$ cat src/hw/rtl/sepf_store.sv
// Triangle store: single-port-write, single-read synchronous RAM, registered read.
// Read data register holds while no read is issued. No dependencies.
module sepf_store #(
    parameter int DEPTH = 64,
    parameter int WIDTH = 48,
    parameter int AW    = 6
) (
    input  logic             clk,
    input  logic             wr_en,
    input  logic [AW-1:0]    wr_addr,
    input  logic [WIDTH-1:0] wr_data,
    input  logic             rd_en,
    input  logic [AW-1:0]    rd_addr,
    output logic [WIDTH-1:0] rd_data
);

    logic [WIDTH-1:0] mem [DEPTH];

    always_ff @(posedge clk)
    begin
        if (wr_en)
        begin
            mem[wr_addr] <= wr_data;
        end
    end

    always_ff @(posedge clk)
    begin
        if (rd_en)
        begin
            rd_data <= mem[rd_addr];
        end
    end

endmodule

$ cat config.mk
export PLATFORM = sky130hd
export DESIGN_NAME = sepf_store
export DESIGN_NICKNAME = d
export VERILOG_FILES = /design/src/hw/rtl/sepf_store.sv
export SDC_FILE = /design/constraint.sdc
export NUM_CORES = 2
export LEC_CHECK = 0
export BUFFER_PORTS_ARGS = -buffer_cell sky130_fd_sc_hd__buf_2
export CORE_UTILIZATION = 30
export DETAILED_ROUTE_END_ITERATION = 10
export PLACE_DENSITY_LB_ADDON = 0.2
export SLEW_MARGIN = 10
export SYNTH_ARGS = -nofsm -noshare
export SYNTH_HDL_FRONTEND = slang
export SYNTH_SLANG_ARGS = --single-unit
$ cat constraint.sdc
create_clock -name clk -period 5.4 [get_ports clk]
set_input_delay 0.27 -clock clk [delete_from_list [all_inputs] [get_ports clk]]
set_output_delay 0.27 -clock clk [all_outputs]
set_load 0.02 [all_outputs]
==> results.ini <==
[power]
ir_worst_vdd_v = 0.000290
powerDensity_nw_per_um2 = 375
p_sw_share_pct = 21.7
pwr-share-clk_pct = 42.4
seq_power_share_pct = 52.8
switching_power_mw = 11.1
finalPower_mw = 51.1
comb_power_share_pct = 4.8
p_int_mw = 40.0
p_leak_nw = 41.4

[grt]
antenna_found_initial = 59
grt_pass1_wl_mm = 494
grt_usage_pct = 18.0
grt_max_degree = 105
grt_remaining_overflow = 0
grt_pass1_vias = 57900

[cts]
ctsResizeCount = 0
clk_latency_ns = 0.89
h-tree-depth = 5
clk_pin_slew_ns = 0.06
cts-root-buf = clkbuf_16
clock-sinks = 3120
clockBufferDepth = 4
cts_tree = built
cts_hold_buf = 2
cts_made_buffers = 333
cts_setup_buffers = 0

[yosys]
seq_area_frac_synth_pct = 79.7
syn_nets = 5033
synthFlopType = edfxtp_1
synth-edff-count = 3120
synth_xor_area_share_pct = 0
synth-simple-area-share_pct = 0.953
synthArstFlopShare_pct = 0
synth.most_common_cell = edfxtp_1
yosysWarnings = 0
synthTopCellsByArea = edfxtp_1 80%, mux4_2 14%, o22ai_1 0.65%
synthAdderAreaFrac_pct = 0
avgSynthCellArea_um2 = 23.7
synth_top_family_by_area = multiplexers
synth_compound_area_share_pct = 3.01
synthCells = 4970
netlist_area_um2 = 118000
synth_area_leader_cell = edfxtp_1
synth_top_cell_area_share_pct = 79.7
synthTopCellsByCount = 3120 x edfxtp_1, 754 x mux4_2, 132 x nor2_1
synthMuxAreaShare_pct = 15.1
yosys_register_bits = 3120
ys_types = 35

[finish]
multi_input_area_um2 = 23000
nets = 5418
drive_above_1_share_pct = 28.7
fillers = 36100
area_growth_pct = 15.8
layout.area.seq_um2 = 93700

[die]
start_util_pct = 30.2
num_io_pins = 111
core-area_um2 = 390000
std_cell_rows = 229
die_y_um = 628
dieArea_um2 = 395000
die_w_um = 628

[outcome]
status = completed

[critical_path]
arrival_ns = 3.69
required_ns = 5.91
start_kind = input pin
cp-end-kind = flop
cp_max_fo = 33
path_class = input pin to flop

[timing]
fmaxAchievable_mhz = 314
tightestPinTransition_ns = 1.24
final.min_clock_period_ns = 3.18
tns_ns = 0
drv_slew = 0
rsz0062_at_grt = no
period_share_pct = 58.9
slew_headroom_pct = 17.1
finClkSkew_ns = 0.0592
setup_slack_ns = 2.22
hold_viol = 0
setup_violations = 0

[place]
routabilityCongestion = 0.754
place_hpwl_mm = 202
dp_slack_ns = 1.79
io_buffers = 110

[routing]
drt-total-wl_mm = 363
firstDrtPassIters = 5
routedWlPerCell_um = 33.5
ant_nets = 0
via_count = 56800
first_iter_violations = 6494
drc = 0
via_per_inst = 5.25

[flow_run]
maxCapViolCount = 0

[hold_path]
hp-class = input pin to flop

-- final cells by class --
class | instances | share of cell area, %
sequential | 3120 | 68.8
multi-input combinational | 1568 | 16.9
clock buffer | 413 | 6.47
tap | 5197 | 4.78
timing repair buffer | 332 | 2.11
clock inverter | 169 | 0.949
antenna | 16 | 0.0294
-- cell families after synthesis --
group	Yosys count
buf+inv	282
mux	829
simple gates	253
compound gates	486
flops	3120
-- cell usage in the layout (no fill, tap or decap), types with 72 or more instances in the layout --
master	instances
clkbuf_16	341
clkbuf_1	72
buf_2	104
mux4_2	754
clkinv_1	84
a21oi_1	74
edfxtp_1	3120
o22ai_1	122
buf_4	171
a221oi_1	82
a22oi_1	72
-- power groups by stage --
stage          combinational (mW)  sequential [mW]  clock (mW)
6_report                     2.45             27.0        21.7
5_1_grt                      2.60             27.0        23.0
4_1_cts                      2.49             27.0        22.2
3_5_place_dp                 2.49             27.5           0
3_3_place_gp                 2.45             27.5           0
2_1_floorplan                1.28             27.5           0
-- stage by stage --
step           cells  hold WS [ns]  utilization [%]  cell area, um^2
6_report       10800        0.0842             34.9           136000
3_5_place_dp   10200         0.789             32.3           126000
4_1_cts        10800        0.0357             34.9           136000
2_1_floorplan   4970         0.369                -           118000
5_1_grt        10800        0.0787             34.9           136000
3_3_place_gp   10200         0.782             32.3           126000
-- sequential cells by signal, indices dropped and copies added, names as in the netlist --
register  flops
rd_data      48
mem        3072
-- worst max-delay path, cell delays in order --
cell,delay (ns)
dlygate4sd3_1,0.65
buf_2,0.29
nor2b_1,0.20
nand3_1,0.59
nor2_4,1.10
buf_12,0.40
-- per-layer routing --
| layer | global-route usage, % | wire length, um | vias to the layer above | share of wire (%) |
|---|---|---|---|---|
| met5 | 0 | 69 | - | 0.019 |
| met2 | 29.5 | 174000 | 2143 | 48 |
| li1 | - | - | 22400 | - |
| met4 | 3.86 | 8280 | 10 | 2.3 |
| met3 | 3.12 | 26100 | 449 | 7.2 |
| met1 | 25.2 | 154000 | 31800 | 43 |
-- worst paths after layout --
kind,start,to,slack [ns],cells after the start
worst max register to register,mem[47][43]$_DFFE_PP_,rd_data[43]$_DFFE_PP_,3.12,5
worst max-delay path,wr_addr[2],mem[21][1]$_DFFE_PP_,2.22,6
worst min-delay path,wr_data[42],mem[48][42]$_DFFE_PP_,0.08,2
worst min register to register,mem[59][36]$_DFFE_PP_,rd_data[36]$_DFFE_PP_,0.91,4
Power figures use the tool's default switching activity.
