[config.mk]
export PLATFORM = sky130hd
export DESIGN_NAME = sepf_match
export DESIGN_NICKNAME = d
export VERILOG_FILES = /design/src/hw/rtl/sepf_match.sv
export SDC_FILE = /design/constraint.sdc
export NUM_CORES = 1
export LEC_CHECK = 0
export BUFFER_PORTS_ARGS = -buffer_cell sky130_fd_sc_hd__buf_2
export CAP_MARGIN = 20
export CELL_PAD_IN_SITES_DETAIL_PLACEMENT = 0
export CELL_PAD_IN_SITES_GLOBAL_PLACEMENT = 1
export CORE_MARGIN = 2
export CORE_UTILIZATION = 43
export DETAILED_ROUTE_END_ITERATION = 10
export GPL_TIMING_DRIVEN = 1
export PLACE_DENSITY = 0.83
export SLEW_MARGIN = 5
export SYNTH_ARGS = -nofsm -noshare
export SYNTH_HDL_FRONTEND = slang
export SYNTH_SLANG_ARGS = --single-unit
export TNS_END_PERCENT = 50
[constraint.sdc]
create_clock -name vclk -period 11.1
set_clock_uncertainty 0.15 [all_clocks]
set_input_delay 0.555 -clock vclk [all_inputs]
set_output_delay 0.555 -clock vclk [all_outputs]
set_load 0.01 [all_outputs]
[src/hw/rtl/sepf_match.sv]
// Nine-way vertex equality compare of one stored triangle against the new one.
// Gives the hit flag and the record vertices. No dependencies.
module sepf_match #(
    parameter int VB = 16
) (
    input  logic [3*VB-1:0] stored,
    input  logic [3*VB-1:0] newer,
    output logic            hit,
    output logic [VB-1:0]   earlier_other,
    output logic [VB-1:0]   edge_first,
    output logic [VB-1:0]   edge_second,
    output logic [VB-1:0]   newer_other
);

    logic [VB-1:0] et [3];
    logic [VB-1:0] nt [3];
    logic [3:0]    hits;

    always_comb
    begin
        for (int n = 0; n < 3; n++)
        begin
            et[n] = stored[n*VB +: VB];
            nt[n] = newer[n*VB +: VB];
        end
    end

    always_comb
    begin
        hits        = 4'd0;
        edge_first  = '0;
        edge_second = '0;
        for (int a = 0; a < 3; a++)
        begin
            for (int b = 0; b < 3; b++)
            begin
                if (et[a] == nt[b])
                begin
                    if (hits == 4'd0)
                    begin
                        edge_first = et[a];
                    end
                    else if (hits == 4'd1)
                    begin
                        edge_second = et[a];
                    end
                    hits = hits + 4'd1;
                end
            end
        end
        hit = (hits == 4'd2);
    end

    // first vertex in own order that is on neither shared vertex
    always_comb
    begin
        earlier_other = '0;
        newer_other   = '0;
        for (int n = 2; n >= 0; n--)
        begin
            if (et[n] != edge_first && et[n] != edge_second)
            begin
                earlier_other = et[n];
            end
            if (nt[n] != edge_first && nt[n] != edge_second)
            begin
                newer_other = nt[n];
            end
        end
    end

endmodule
==> results of run 1 <==
==> worst max path at each step <==
stage / startpoint / endpoint / slack (ns) / cells past startpoint
CTS: stored[14] / earlier_other[4] / 0.18 / 35
floorplan: stored[8] / earlier_other[0] / 1.93 / 36
finish: stored[14] / earlier_other[0] / 0.22 / 34
detailed placement: stored[14] / earlier_other[2] / 0.21 / 35
global route: stored[14] / earlier_other[0] / 0.02 / 34
global placement: stored[14] / earlier_other[7] / 0.39 / 35
==> what timing repair did <==
| item | 4_1_cts | 5_1_grt |
|---|---|---|
| setup buffers | 0 | 0 |
| gates resized for setup | 0 | 3 |
| hold buffers | 0 | 0 |
| setup endpoints to repair | 0 | 32 |
==> synth_stat cells (all sizes together), types with 32 or more instances <==
cell	count	area [µm²]
a21oi	44	220
buf	83	478
clkbuf	59	223
inv	72	270
mux2	44	495
mux2i	51	523
nand2	110	418
nand3	48	240
nand4	42	263
nor2	80	305
nor4	32	236
o21ai	61	305
xnor2	196	1800
xor2	60	526
==> cell families (layout without fill, tap and decap cells) <==
family,after synthesis,after routing,synth area share (%)
buffers and inverters,221,295,10.5
multiplexers,95,95,10.7
XOR/XNOR,258,258,24.9
adder cells (fa/ha/maj),20,20,2.63
AO/OA/AOI/OAI,338,338,27.5
other,0,1,0
AND/OR/NAND/NOR,428,428,23.8
==> cell usage in the layout (no fill, tap or decap), types with 42 or more instances in the layout <==
master	n
buf_4	54
mux2i_1	49
xor2_1	60
inv_1	71
nand3_1	48
xnor2_1	187
nand4_1	42
nor2_1	78
o21ai_0	56
a21oi_1	44
buf_2	161
nand2_1	108
==> worst max-delay path: cells and delay by family <==
| kind | cells | cell delay (ns) |
|---|---|---|
| simple gates | 10 | 3.22 |
| fa+ha+maj | 5 | 1.75 |
| buf+inv | 7 | 1.34 |
| xor+xnor | 4 | 1.00 |
| compound gates | 6 | 1.74 |
| mux | 2 | 0.54 |
==> layer usage <==
metal  track usage (%)  share of wire [%]  wire [µm]
met1              60.5                 36      22200
met2              72.5                 39      24100
met3              19.3                 15       9000
met4              34.3                9.7       5920
met5                 0                  0          0
==> stage by stage <==
step,worst slack (ns),area (µm²),instances,utilization (%),hold slack (ns)
4_1_cts,0.180,10400,1714,48.0,1.46
5_1_grt,0.0151,10500,1714,48.1,1.48
6_report,0.223,10500,1715,48.1,1.47
3_5_place_dp,0.207,10400,1714,48.0,1.45
2_1_floorplan,1.93,9510,1360,-,1.27
3_3_place_gp,0.390,10400,1714,48.0,1.47
==> area by class of cell <==
type | instances | area [µm²] | share of cell area [%]
Tap cell | 280 | 350 | 3.35
Multi-Input combinational cell | 1139 | 8590 | 82.0
Timing Repair Buffer | 216 | 1230 | 11.8
Inverter | 79 | 297 | 2.83
Antenna cell | 1 | 2.50 | 0.0239
==> reports/metrics.yaml, run 1 <==
synth:
  yosysWarnings: 0
  synth_cells: 1360
  netlist_area_um2: 9510
  synth_cell_types: 105
  syn_area_per_cell_um2: 6.99
  seq_area_frac_synth_pct: 0
  syn_nets: 1476
placement:
  dpl.hpwl_mm: 44.9
  gp_congestion: 1.12
  io_buffers: 161
layout:
  drive_above_1_share_pct: 22.0
  synthToLayoutAreaGrowth_pct: 10.1
  clockBufferCount: 0
  regArea_um2: 0
  nFillCells: 2287
  final_nets: 1552
  design.seq.count: 0
worst_setup_path:
  max_stage_delay_ns: 0.63
  cp_common_cell: "ha_1"
  critPathKind: "in2out"
  cp.arrival_ns: 10.17
  critPathLaunchType: "input port"
  worst_path_max_delay_cell: "nor4_2"
  required_ns: 10.40
  cp-end-kind: "output port"
  cp_max_fo: 16
flow_run:
  cap_violations: 0
global_route:
  grt_max_degree: 36
  grt_pass1_wl_mm: 85.4
  grt_remaining_overflow: 0
  grt_pass1_vias: 11700
  antenna_found_initial: 0
  track_usage_pct: 49.9
detailed_routing:
  firstDrtPassIters: 6
  viasPerCell: 7.28
  ant_nets: 0
  drt_iter0_drc: 1931
  drc: 0
  num_vias: 12500
  routed_wl_mm: 61.2
  wl_per_cell_um: 35.7
worst_hold_path:
  whs_endpoint: "newer_other[6]"
  whs_path_depth: 4
  min_from: "newer[6]"
  hold_path_class: "in2out"
timing:
  slew_viol_final: 0
  tightestPinTransition_ns: 1.15
  final.setup.tns_ns: 0
  finalCritPeriodShare_pct: 98.0
  max_freq_mhz: 91.9
  max-slew-margin-rel_pct: 23.2
  setup_viol: 0
  fin_crit_ns: 10.88
  finalHoldViolations: 0
  rsz0062_at_grt: "no"
die:
  rows: 54
  fp.dieW_um: 153
  design.core.area_um2: 21800
  initial_utilization_pct: 43.7
  die_h_um: 153
  die-area_um2: 23300
  io_pins: 161
outcome:
  status: "complete, no violations"
==> inputs of run 2 (changes only) <==
--- a/config.mk
+++ b/config.mk
@@ -13,7 +13,7 @@
 export CORE_UTILIZATION = 43
 export DETAILED_ROUTE_END_ITERATION = 10
 export GPL_TIMING_DRIVEN = 1
-export PLACE_DENSITY = 0.83
+export PLACE_DENSITY_LB_ADDON = 0.05
 export SLEW_MARGIN = 5
 export SYNTH_ARGS = -nofsm -noshare
 export SYNTH_HDL_FRONTEND = slang
==> reports/metrics.yaml, run 2 (synthesized netlist as in run 1, its figures left out) <==
detailed_routing:
  routed_wl_mm: 59.1  # was 61.2 mm
  drt_iter0_drc: 1889  # was 1931
  num_vias: 12300  # was 12500
  viasPerCell: 7.18  # was 7.28
  firstDrtPassIters: 6  # unchanged
  wl_per_cell_um: 34.6  # was 35.7 µm
  ant_nets: 0  # unchanged
  drc: 0  # unchanged
power_and_ir_drop:
  power_uw: 278
  ir_drop_v: 0.0000279
  power_density_nw_per_um2: 26.5
  p_leak_nw: 4.20
worst_hold_path:
  hold_path_class: "in2out"  # unchanged
layout:
  nFillCells: 2291  # was 2287
  design.seq.count: 0  # unchanged
  final_nets: 1548  # was 1552
  regArea_um2: 0  # unchanged
  drive_above_1_share_pct: 21.8  # was 22.0%
  clockBufferCount: 0  # unchanged
  diodes: 0  # was 1
  final_util_pct: 48.2  # was 48.1%
  synthToLayoutAreaGrowth_pct: 10.3  # was 10.1%
  mostFrequentLayoutCells: "xnor2_1 (187), buf_2 (161), nand2_1 (108)"  # unchanged
  final_common_cell: "xnor2_1"  # unchanged
worst_setup_path:
  cp_common_cell: "ha_1"  # unchanged
  critPathLaunchType: "input port"  # unchanged
  required_ns: 10.40  # about the same
  critPathKind: "in2out"  # unchanged
  cp.arrival_ns: 10.02  # was 10.17 ns
  max_stage_delay_ns: 0.60  # was 0.63 ns
  worst_path_max_delay_cell: "nor4_1"  # was nor4_2
  cp_max_fo: 16  # unchanged
  cp-end-kind: "output port"  # unchanged
die:
  die_h_um: 153  # unchanged
  rows: 54  # unchanged
  design.core.area_um2: 21800  # unchanged
  initial_utilization_pct: 43.7  # unchanged
  io_pins: 161  # unchanged
  fp.dieW_um: 153  # unchanged
  die-area_um2: 23300  # unchanged
global_route:
  grt_pass1_wl_mm: 83.1  # was 85.4 mm
  antenna_found_initial: 2  # was 0
  grt_pass1_vias: 11600  # was 11700
  track_usage_pct: 47.9  # was 49.9%
  grt_max_degree: 33  # was 36
  grt_remaining_overflow: 0  # unchanged
placement:
  io_buffers: 161  # unchanged
  dpl.hpwl_mm: 43.2  # was 44.9 mm
  gp_congestion: 1.15  # was 1.12
  pre_cts_ws_ns: 0.403  # was 0.207 ns
timing:
  tightestPinTransition_ns: 1.08  # was 1.15 ns
  final.setup.tns_ns: 0  # unchanged
  layout_setup_ws_ns: 0.374  # was 0.223 ns
  max-slew-margin-rel_pct: 26.2  # was 23.2%
  max_freq_mhz: 93.2  # was 91.9 MHz
  fin_hold_ws_ns: 1.48  # was 1.47 ns
  fin_crit_ns: 10.73  # was 10.88 ns
  setup_viol: 0  # unchanged
  finalCritPeriodShare_pct: 96.6  # was 98.0%
  finalHoldViolations: 0  # unchanged
  slew_viol_final: 0  # unchanged
  rsz0062_at_grt: "no"  # unchanged
clocking:
  hold_buffers: 0  # unchanged
outcome:
  status: "complete, no violations"  # unchanged
flow_run:
  cap_violations: 0  # unchanged
[run 2: through the flow]
step                      instances  area, µm²
final                          1710      10500
after global routing           1710      10500
after CTS                      1703      10400
after detailed placement       1703      10400
after global placement         1703      10400
after floorplan                1360       9510
[run 2: final timing paths]
check | from | endpoint | slack (ns) | depth (start not counted)
setup / recovery | stored[12] | earlier_other[10] | 0.37 | 35
hold / removal | newer[6] | newer_other[6] | 1.48 | 4
[run 2: cell type report]
cell class,count,area (µm²),area share (%)
Inverter,79,297,2.83
Multi-Input combinational cell,1139,8640,82.4
Tap cell,280,350,3.34
Timing Repair Buffer,212,1200,11.5
[run 2: repair_timing]
action | 4_1_cts | 5_1_grt
setup buffers | 0 | 7
setup endpoints to repair | 0 | 32
gates resized for setup | 0 | 9
[run 2: metal layers]
metal  global-route usage, %  up-vias  share of wire, %
met5                       0        -             0.019
met4                    30.0        2               8.4
met3                    16.9      303                15
met2                    72.3     1133                41
met1                    57.8     5736                36
li1                        -     5099                 -
[run 2: where the power goes]
group          switching [mW]  internal, mW
sequential                  0             0
combinational           0.189        0.0893
clock                       0             0
total                   0.189        0.0893
[run 2: critical path: cells and delay by family]
kind | cells | cell delay [ns]
and+or+nand+nor | 8 | 2.57
muxes | 3 | 0.95
xor gates and xnor gates | 3 | 0.73
adders and majority gates | 5 | 1.62
buffers and inverters | 8 | 1.62
AOI/OAI and AO/OA | 8 | 1.93
Power figures use the tool's default switching activity.
==> inputs of run 3 (changes only) <==
--- a/config.mk
+++ b/config.mk
@@ -10,7 +10,7 @@
 export CELL_PAD_IN_SITES_DETAIL_PLACEMENT = 0
 export CELL_PAD_IN_SITES_GLOBAL_PLACEMENT = 1
 export CORE_MARGIN = 2
-export CORE_UTILIZATION = 43
+export CORE_UTILIZATION = 45
 export DETAILED_ROUTE_END_ITERATION = 10
 export GPL_TIMING_DRIVEN = 1
 export PLACE_DENSITY_LB_ADDON = 0.05
==> constraint.sdc (replaced) <==
create_clock -name vclk -period 12.9
set_clock_uncertainty 0.15 [all_clocks]
set_input_delay 0.645 -clock vclk [all_inputs]
set_output_delay 0.645 -clock vclk [all_outputs]
set_load 0.01 [all_outputs]
==> reports/metrics.yaml, run 3 (synthesized netlist as in run 1, its figures left out) <==
outcome:
  status: "complete, no violations"  # unchanged
power_and_ir_drop:
  power.share.combinational_pct: 100.0  # about the same
  internal-power_uw: 75.2  # was 89.3 µW
  pwr-share-clk_pct: 0  # about the same
  ir_drop_v: 0.0000210  # was 0.0000279 V
  power_density_nw_per_um2: 23.1  # was 26.5 nW/µm²
  p_leak_nw: 4.06  # was 4.20 nW
  swShare_pct: 68.1  # was 67.9%
  pwr-share-seq_pct: 0  # about the same
  power_uw: 236  # was 278 µW
  p_sw_uw: 161  # was 189 µW
timing:
  max_freq_mhz: 87.3
  tightestPinTransition_ns: 1.13  # was 1.08 ns
  max-slew-margin-rel_pct: 24.3  # was 26.2%
  finalHoldViolations: 0  # unchanged
  fin_crit_ns: 11.45
  rsz0062_at_grt: "no"  # unchanged
  fin_hold_ws_ns: 1.65  # was 1.48 ns
  final.setup.tns_ns: 0  # unchanged
  finalCritPeriodShare_pct: 88.8
  setup_viol: 0  # unchanged
  slew_viol_final: 0  # unchanged
die:
  die_h_um: 149  # was 153 µm
  fp.dieW_um: 149  # was 153 µm
  initial_utilization_pct: 45.5  # was 43.7%
  design.core.area_um2: 20900  # was 21800 µm²
  io_pins: 161  # unchanged
  die-area_um2: 22300  # was 23300 µm²
  rows: 53  # was 54
global_route:
  grt_max_degree: 33  # unchanged
  grt_remaining_overflow: 0  # unchanged
  grt_pass1_wl_mm: 80.9  # was 83.1 mm
  grt_pass1_vias: 11500  # was 11600
  antenna_found_initial: 0  # was 2
  track_usage_pct: 50.0  # was 47.9%
placement:
  dpl.hpwl_mm: 41.6  # was 43.2 mm
  gp_congestion: 1.14  # was 1.15
  io_buffers: 161  # unchanged
  dp.cells: 1678  # was 1703
worst_setup_path:
  worst_path_max_delay_cell: "a2111oi_1"  # was nor4_1
  cp_num_buf_inv: 9  # was 8
  cp.arrival_ns: 10.65  # was 10.02 ns
  cp_common_cell: "ha_1"  # unchanged
  path_delay_family: "compound AO/OA/AOI/OAI gates"  # was simple AND/OR/NAND/NOR gates
  critPathKind: "in2out"  # unchanged
  max_stage_delay_ns: 0.85  # was 0.60 ns
  cp_max_fo: 18  # was 16
  crit_start: "stored[6]"  # was stored[12]
  cp-end-kind: "output port"  # unchanged
  required_ns: 12.10  # was 10.40 ns
  critPathLaunchType: "input port"  # unchanged
layout:
  final_common_cell: "xnor2_1"  # unchanged
  design.seq.count: 0  # unchanged
  final_util_pct: 48.9  # was 48.2%
  multi_input_area_um2: 8580  # was 8640 µm²
  final_nets: 1521  # was 1548
  nFillCells: 2237  # was 2291
  diodes: 0  # unchanged
  stdcell_count: 1678  # was 1710
  regArea_um2: 0  # unchanged
  mostFrequentLayoutCells: "xnor2_1 (187), buf_2 (161), nand2_1 (108)"  # unchanged
  synthToLayoutAreaGrowth_pct: 7.29  # was 10.3%
  drive_above_1_share_pct: 20.1  # was 21.8%
  clockBufferCount: 0  # unchanged
detailed_routing:
  wl_met3_mm: 8.30  # was 8.73 mm
  highest_layer: "met4"  # was met5
  routed_wl_mm: 57.5  # was 59.1 mm
  ant_nets: 0  # unchanged
  firstDrtPassIters: 7  # was 6
  num_vias: 12200  # was 12300
  m1WireLength_mm: 20.5  # was 21.2 mm
  drc: 0  # unchanged
  drt_iter0_drc: 1571  # was 1889
  met2_length_mm: 23.3  # was 24.3 mm
  wl_per_cell_um: 34.3  # was 34.6 µm
  viasPerCell: 7.27  # was 7.18
clocking:
  hold_buffers: 0  # unchanged
  post_cts_buffers: 0  # unchanged
  post_cts_resized: 0  # unchanged
worst_hold_path:
  hold_path_class: "in2out"  # unchanged
  min_from: "newer[6]"  # unchanged
flow_run:
  cap_violations: 0  # unchanged
[run 3: cell count changes in the layout (fill, tap and decap cells not counted), sizes merged]
cell,delta
buf,-27
[run 3: power groups by stage]
stage | clock (mW) | sequential (mW) | combinational [mW]
2_1_floorplan | 0 | 0 | 0.144
3_5_place_dp | 0 | 0 | 0.220
3_3_place_gp | 0 | 0 | 0.221
5_1_grt | 0 | 0 | 0.240
6_report | 0 | 0 | 0.236
4_1_cts | 0 | 0 | 0.221
[run 3: worst paths after layout]
check	cells past startpoint	end	slack, ns
worst max-delay path	36	newer_other[3]	1.45
worst min-delay path	4	newer_other[6]	1.65
[run 3: metal layers]
metal | track usage (%) | vias up
met5 | 0 | -
met2 | 72.4 | 1072
li1 | - | 5047
met1 | 59.9 | 5698
met3 | 19.1 | 374
met4 | 36.4 | 0
[run 3: area by class of cell]
class / count / share of cell area [%]
Timing Repair Buffer: 185 / 9.66
Tap cell: 275 / 3.37
Multi-Input combinational cell: 1139 / 84.1
Inverter: 79 / 2.91
[run 3: worst min-delay path: cells and delay by family]
| family | cells | cell delay [ns] |
|---|---|---|
| AO/OA/AOI/OAI | 1 | 0.08 |
| buffers and inverters | 2 | 0.31 |
| AND/OR/NAND/NOR | 1 | 0.11 |
[run 3: through the flow]
stage / cell area [µm²] / setup slack [ns]
global route: 10200 / 1.02
finish: 10200 / 1.45
global placement: 10200 / 1.99
CTS: 10200 / 1.87
detailed placement: 10200 / 1.91
floorplan: 9510 / 3.55
